<file path="config.mk">
export PLATFORM = sky130hd
export DESIGN_NAME = coh_score
export DESIGN_NICKNAME = d
export VERILOG_FILES = /design/src/rtl/coh_pkg.sv /design/src/rtl/coh_score.sv
export SDC_FILE = /design/constraint.sdc
export NUM_CORES = 2
export LEC_CHECK = 0
export BUFFER_PORTS_ARGS = -buffer_cell sky130_fd_sc_hd__buf_2
export CORE_MARGIN = 2
export CORE_UTILIZATION = 39
export CTS_BUF_LIST = sky130_fd_sc_hd__clkbuf_4 sky130_fd_sc_hd__clkbuf_8
export DETAILED_ROUTE_END_ITERATION = 12
export HOLD_SLACK_MARGIN = 0.15
export PLACE_DENSITY_LB_ADDON = 0.2
export SLEW_MARGIN = 25
export SYNTH_ARGS = -nofsm -noshare
export SYNTH_HDL_FRONTEND = slang
export SYNTH_SLANG_ARGS = --single-unit
export TNS_END_PERCENT = 50
</file>
<file path="constraint.sdc">
create_clock -name i_clk -period 9.85 [get_ports i_clk]
set_input_delay 0.985 -clock i_clk [delete_from_list [all_inputs] [get_ports i_clk]]
set_output_delay 0.985 -clock i_clk [all_outputs]
set_load 0.01 [all_outputs]
</file>
<file path="src/rtl/coh_pkg.sv">
// shared constants, types and state codes for the seeded coherence stack search
package coh_pkg;

    localparam int MAX_NODES     = 4096;
    localparam int MAX_STATIONS  = 32;
    localparam int MAX_SAMPLES   = 4096;
    localparam int TOP_COUNT_DEF = 25;

    localparam int FUNC_W     = 2;
    localparam int NODE_W     = 12;
    localparam int STA_W      = 5;
    localparam int SAMP_W     = 12;
    localparam int NCNT_W     = 13;
    localparam int SCNT_W     = 6;
    localparam int KCNT_W     = 13;
    localparam int CFG_W      = 13;
    localparam int VAL_W      = 16;
    localparam int SUM_W      = 21;
    localparam int MAG_W      = 21;
    localparam int PROD_W     = 2 * MAG_W;
    localparam int SCORE_W    = 15;
    localparam int SCORE_MAX  = 32767;
    localparam int SEED_DEPTH = 128;
    localparam int SEED_W     = 7;
    localparam int SEED_CNT_W = 8;
    localparam int BOUND_W    = 13;
    localparam int SHIFT_AW   = NODE_W + STA_W;
    localparam int TRACE_AW   = STA_W + SAMP_W;

    typedef enum logic [1:0] {
        FUNC_LOAD_SHIFT = 2'd0,
        FUNC_LOAD_TRACE = 2'd1,
        FUNC_COMPUTE    = 2'd2,
        FUNC_NONE       = 2'd3
    } t_func;

    typedef enum logic [1:0] {
        CFG_NODE_COUNT    = 2'd0,
        CFG_STATION_COUNT = 2'd1,
        CFG_SAMPLE_COUNT  = 2'd2,
        CFG_UNUSED        = 2'd3
    } t_cfg_index;

    typedef enum logic [3:0] {
        ST_IDLE,
        ST_D_ROOT,
        ST_D_HALF,
        ST_D_SEED,
        ST_D_LAST,
        ST_C_SEED_RD,
        ST_C_SEED_WAIT,
        ST_ACC,
        ST_SCORE,
        ST_DONE
    } t_state;

    typedef enum logic [1:0] {
        SC_IDLE,
        SC_MUL,
        SC_ROOT,
        SC_DIV
    } t_score_state;

    typedef struct packed {
        logic [NODE_W-1:0]  pos;
        logic [BOUND_W-1:0] left;
        logic [BOUND_W-1:0] right;
    } t_seed_entry;

    typedef struct packed {
        logic                     start;
        logic signed [SUM_W-1:0]  p_sum;
        logic signed [SUM_W-1:0]  s_sum;
        logic [SCNT_W-1:0]        ns;
    } t_score_req;

    typedef struct packed {
        logic               done;
        logic [SCORE_W-1:0] score;
    } t_score_rsp;

endpackage

</file>
<file path="src/rtl/coh_score.sv">
// node score unit: product of sums, bit-serial square root, serial divide by station count
module coh_score import coh_pkg::*; (
    input  logic       i_clk,
    input  logic       i_rst_n,
    input  t_score_req i_req,
    output t_score_rsp o_rsp
);

    t_score_state r_state, n_state;
    logic [MAG_W-1:0]   r_a, n_a, r_b, n_b;
    logic [PROD_W-1:0]  r_x, n_x, r_r, n_r, r_bit, n_bit;
    logic [MAG_W-1:0]   r_quo, n_quo;
    logic [SCNT_W-1:0]  r_rem, n_rem;
    logic [4:0]         r_cnt, n_cnt;
    logic               r_done, n_done;
    logic [SCORE_W-1:0] r_score, n_score;

    logic [PROD_W-1:0]  w_prod;
    logic [PROD_W-1:0]  w_trial;
    logic [SCNT_W:0]    w_rem_sh;
    logic               w_ge;
    logic               w_same;

    assign w_prod   = r_a * r_b;
    assign w_trial  = r_r + r_bit;
    assign w_rem_sh = {r_rem, r_quo[MAG_W-1]};
    assign w_ge     = w_rem_sh >= {1'b0, i_req.ns};
    assign w_same   = (i_req.p_sum > 0 && i_req.s_sum > 0)
                   || (i_req.p_sum < 0 && i_req.s_sum < 0);

    always_comb begin
        n_state = r_state;
        n_a     = r_a;
        n_b     = r_b;
        n_x     = r_x;
        n_r     = r_r;
        n_bit   = r_bit;
        n_quo   = r_quo;
        n_rem   = r_rem;
        n_cnt   = r_cnt;
        n_done  = 1'b0;
        n_score = r_score;
        unique case (r_state)
            SC_IDLE: begin
                if (i_req.start) begin
                    if (w_same) begin
                        n_a = i_req.p_sum[SUM_W-1] ? MAG_W'(~i_req.p_sum + 1'b1)
                                                   : MAG_W'(i_req.p_sum);
                        n_b = i_req.s_sum[SUM_W-1] ? MAG_W'(~i_req.s_sum + 1'b1)
                                                   : MAG_W'(i_req.s_sum);
                        n_state = SC_MUL;
                    end else begin
                        n_score = '0;
                        n_done  = 1'b1;
                    end
                end
            end
            SC_MUL: begin
                n_x     = w_prod;
                n_r     = '0;
                n_bit   = PROD_W'(1) << (PROD_W - 2);
                n_state = SC_ROOT;
            end
            SC_ROOT: begin
                if (r_x >= w_trial) begin
                    n_x = r_x - w_trial;
                    n_r = (r_r >> 1) + r_bit;
                end else begin
                    n_r = r_r >> 1;
                end
                n_bit = r_bit >> 2;
                if (r_bit[0]) begin
                    n_quo   = n_r[MAG_W-1:0];
                    n_rem   = '0;
                    n_cnt   = '0;
                    n_state = SC_DIV;
                end
            end
            SC_DIV: begin
                n_rem = w_ge ? SCNT_W'(w_rem_sh - {1'b0, i_req.ns}) : w_rem_sh[SCNT_W-1:0];
                n_quo = {r_quo[MAG_W-2:0], w_ge};
                n_cnt = r_cnt + 1'b1;
                if (r_cnt == 5'(MAG_W - 1)) begin
                    n_score = (n_quo > MAG_W'(SCORE_MAX)) ? SCORE_W'(SCORE_MAX)
                                                          : n_quo[SCORE_W-1:0];
                    n_done  = 1'b1;
                    n_state = SC_IDLE;
                end
            end
            default: n_state = SC_IDLE;
        endcase
    end

    always_ff @(posedge i_clk) begin
        if (!i_rst_n) begin
            r_state <= SC_IDLE;
            r_done  <= 1'b0;
        end else begin
            r_state <= n_state;
            r_done  <= n_done;
        end
        r_a     <= n_a;
        r_b     <= n_b;
        r_x     <= n_x;
        r_r     <= n_r;
        r_bit   <= n_bit;
        r_quo   <= n_quo;
        r_rem   <= n_rem;
        r_cnt   <= n_cnt;
        r_score <= n_score;
    end

    assign o_rsp = '{done: r_done, score: r_score};

endmodule

</file>
-- After elaboration in Yosys (flattened, before gate mapping)
Cells that the tools add are included.
- add/sub/neg operators: 7
- multipliers: 1
- magnitude comparators: 7
- eq/ne operators: 10
- mux-type cells: 28
- bitwise logic cells: 2
- reductions and logical operators: 12
- operators with widths (cell ; number):
    case mux 42 bit (2 select lines) ; 3
    2-to-1 mux 42 bit ; 2
    2-to-1 mux 15 bit ; 4
    adder 21 x 1 -> 21 bit (second input constant) ; 2
    adder 41 x 42 -> 42 bit ; 1
    adder 42 bit ; 1
    >= comparator 42 bit ; 1
    > comparator 21 x 1 -> 1 bit (second input constant) ; 2
    < comparator 21 x 1 -> 1 bit (second input constant) ; 2
    multiplier 21 x 21 -> 42 bit ; 1
    NOT 21 bit ; 2
    case mux 21 bit (2 select lines) ; 1
    subtractor 42 bit ; 1
    2-to-1 mux 20 bit ; 2
    case mux 15 bit (2 select lines) ; 1
    > comparator 21 x 15 -> 1 bit (second input constant) ; 1
    2-to-1 mux 21 bit ; 1
    2-to-1 mux 6 bit ; 2
    != test 2 bit (second input constant) ; 6
    case mux 6 bit (2 select lines) ; 1
    case mux 5 bit (2 select lines) ; 1
    2-to-1 mux 2 bit ; 4
    case mux 2 bit (4 select lines) ; 1
    AND reduction 4 bit ; 2
    other kinds (15) ; 22
- register bits: 218
- input port bits: 51
- output and inout port bits: 16
- word-level logic and storage cells: 80

-- Logic depth before layout (Yosys ltp)
- depth after elaboration: 6
- depth in mapped cells: 26
- depth with buffers taken out: 25

-- Worst setup path after synthesis
No wires, ideal clock.
- kind: reg-to-reg
- start point: register r_b[3]
- end point: register r_x[35], data pin
- setup time: 0.270 ns
- arrival time: 6.448 ns
- data required time: 9.580 ns
- path slack: 3.132 ns
- cell stages (with the launch flop): 25
- path buffers: 1
- period minus slack after synthesis: 6.718 ns
- path through: edfxtp_1 -> clkbuf_1 -> and2_1 -> fa_1 -> fa_1 -> inv_1 -> fa_1 -> inv_1 -> fa_1 -> inv_1 -> fa_1 -> inv_1 -> fa_1 -> inv_1 -> fa_1 -> inv_1 -> ha_1 -> a21o_1 -> a221oi_1 -> o21ai_1 -> a31oi_1 -> o21ai_1 -> a41oi_1 -> xor2_1 -> mux2i_1
- word-level cells in the longest chain between the ends: 2
- ends and longest elaborated chain (what ; line ; source):
    start: declaration ; coh_score.sv:10 ; logic [MAG_W-1:0] r_a, n_a, r_b, n_b;
    start signal: assignment ; coh_score.sv:103 ; r_b <= n_b;
    multiplier 21 x 21 -> 42 bit ; coh_score.sv:24 ; assign w_prod = r_a * r_b;
    case mux 42 bit (2 select lines) ; coh_score.sv:43 ; unique case (r_state)
    via n_x[35] ; coh_score.sv:11 ; logic [PROD_W-1:0] r_x, n_x, r_r, n_r, r_bit, n_bit;
    end signal: assignment ; coh_score.sv:104 ; r_x <= n_x;
    end: declaration ; coh_score.sv:11 ;
The timed path passes the listed nets, and every way through them passes these cells.
A chain may end at the register's enable or synchronous reset.

-- Worst setup path in the final report
- start point: register r_a[9]
- end point: register r_x[35], data pin
- word-level cells in the longest chain between the ends: 2
- ends and longest elaborated chain (what ; line ; source):
    start: declaration ; coh_score.sv:10 ;
    start signal: assignment ; coh_score.sv:102 ; r_a <= n_a;
    multiplier 21 x 21 -> 42 bit ; coh_score.sv:24 ;
    case mux 42 bit (2 select lines) ; coh_score.sv:43 ;
    via n_x[35] ; coh_score.sv:11 ;
The timed path passes the listed nets, and every way through them passes these cells.

==> flow_metrics.tcl <==
set metrics [dict create \
    fmax_ghz 0.126 \
    synth-adder-area-share 0.366 \
    clk_latency_ns 0.59 \
    fin_crit_sh 0.807 \
    synth_xor_area_frac 0.0560 \
    cp.arrival_ns 8.25 \
    core_mm2 0.0717 \
    grt_use_total 0.200 \
    required_ns 10.15 \
    cap_violations 0 \
    r2r-end "r_x[35]" \
    io_pins 67 \
    clockRootBuffer "clkbuf_8" \
    endpoint_kind "flop" \
    rsz0062_at_grt "no" \
    grt_first_pass_wirelength_mm 119 \
    die_area_mm2 0.0748 \
    antenna_left 0 \
    slew_viol_final 0 \
    num_vias 20900 \
    dr.pass1.iters 5 \
    syn2layout_area_growth_pct 5.71 \
    cts_inserted_buffers 17 \
    syn_area_per_cell_um2 9.23 \
    setup_viol 0 \
    worst_slack_ns 1.90 \
    maxSlewHeadroom 0.306 \
    synth_cell_types 71 \
    min_period_ns 7.95 \
    antenna_found_initial 1 \
    ys_seq_elements 197 \
    path_class "reg -> reg" \
    place.port_buffers 66 \
    synth_cells 3067 \
    ys_seq_area_frac 0.208 \
    status "complete, no violations" \
    row_count 98 \
    synth_edf_count 194 \
    die_x_um 273 \
    finalHoldViolCount 0 \
    drive_gt1_frac 0.0495 \
    die-height_um 273 \
    pre_cts_ws_ns 1.98 \
    place_congestion 0.860 \
    worst_r2r_path_depth 23 \
    synthFlopType "edfxtp_1" \
    rr_startpoint "r_a[9]" \
    wl_mm 72.4 \
    hp-class "reg -> reg" \
    synth_top_family_by_area "adder cells" \
    post_cts_buffers 0 \
    synth.area.mux_share 0.0127 \
    worstHoldStart "r_quo[1]" \
    crit_path_max_fanout 21 \
    grt_max_degree 63 \
    clock-skew-final_ns 0.0313 \
    crit_start "r_a[9]" \
    via_per_inst 5.23 \
    syn_area_mm2 0.0283 \
    final_cell_mix "inv_1, fa_1, nand2_1" \
    synthSimpleGateAreaFrac 0.168 \
    grt_pass1_vias 22100 \
    final_common_cell "inv_1" \
    htree_levels 4 \
    drc 0 \
    cts_sinks 197 \
    wl_per_cell_um 18.1 \
    async_flop_share 0 \
    min_to "r_quo[2]" \
    tns_ns 0 \
    holdBufCountCts 0 \
    worst_pin_slew_ns 1.04 \
    synth_compound_area_frac 0.111 \
    worst_setup_path_start_kind "flop" \
    cts_buffer_depth 2 \
    clkTransAtPathRegs_ns 0.13 \
    hold_depth 2 \
    final_nets 3705 \
    drtIter0Drc 1300 \
    dp.final_hpwl_mm 56.4 \
    tritoncts "done" \
    synth_nets 3731 \
    grt-ovfl-total 0 \
    ys_warn_count 0 \
    cts_resized 0 \
    initial_core_util 0.395 \
    rrSetupSlack_ns 1.90 \
    nFillCells 7120 \
]
==> critical path, cell delays in order, from the launching register on <==
cell and delay (ns):
edfxtp_1 0.94, and2_1 0.26, fa_1 0.44, fa_1 0.51, inv_1 0.05, fa_1 0.47
inv_1 0.05, fa_1 0.55, inv_1 0.07, fa_1 0.52, inv_1 0.04, fa_1 0.48
inv_1 0.05, fa_1 0.47, inv_1 0.04, ha_1 0.34, a21o_1 0.20, a221oi_1 0.56
o21ai_1 0.26, a31oi_1 0.58, o21ai_1 0.21, a41oi_1 0.28, xor2_1 0.18, mux2i_1 0.08
==> final cells by class <==
class / count / area, um^2 / share of cell area
flip-flops and latches: 197 / 5890 / 0.197
multi-input cells: 2286 / 20300 / 0.677
inverters: 452 / 1700 / 0.0567
repair buffers: 87 / 488 / 0.0163
clock inverters: 14 / 181 / 0.00606
well taps: 950 / 1190 / 0.0397
clock buffers: 17 / 234 / 0.00782
diodes: 1 / 2.50 / 0.0000836
==> cells in the mapped netlist (all sizes together), types with 27 or more instances <==
master  number  area, um^2
inv        451        1690
fa         360        7210
nand2      341        1280
and2       286        1790
ha         253        3170
edfxtp     194        5830
nor2       145         544
o21ai      127         636
clkbuf     123         462
a21oi      117         593
xnor2       96         841
xor2        85         744
a21o        65         488
a31oi       49         307
nand3       37         185
mux2i       31         310
nand4       27         169
==> stage by stage <==
step,std cells,cell area (um^2),util,hold slack (ns)
2_1_floorplan,3067,28300,-,0.526
3_3_place_gp,3972,29500,0.411,0.549
3_5_place_dp,3972,29500,0.411,0.556
4_1_cts,4003,29900,0.417,0.567
5_1_grt,4004,29900,0.417,0.605
6_report,4004,29900,0.417,0.589
==> state kept, by name, summed over array words and instances (netlist names) <==
name / flops
r_b: 21
r_r: 42
r_done: 1
r_rem: 6
r_score: 15
r_x: 42
r_quo: 21
r_bit: 21
r_state: 2
r_cnt: 5
r_a: 21
==> metal layers <==
layer	track usage	wire length, um	up-vias
met1	0.283	35000	10300
met5	0	0	-
met4	0.0505	1150	0
met3	0.0252	3540	63
li1	-	-	9998
met2	0.324	32700	567
==> how the worst max path moves through the flow <==
stage,slack [ns],cells past startpoint,end
finish,1.90,23,r_x[35]
global route,1.48,23,r_x[35]
CTS,1.94,24,r_x[34]
detailed placement,1.98,23,r_x[35]
global placement,2.06,24,r_x[34]
floorplan,3.13,24,r_x[35]
==> kinds of logic after synthesis <==
| group | Yosys count |
|---|---|
| adders and majority gates | 613 |
| and+or+nand+nor | 959 |
| buffers and inverters | 584 |
| muxes | 35 |
| DFF | 197 |
| AOI/OAI and AO/OA | 498 |
| xor gates and xnor gates | 181 |
Power is left out: the tool's default activity adds up to more than one toggle a clock period on the data nets, which glitch-free logic cannot reach.
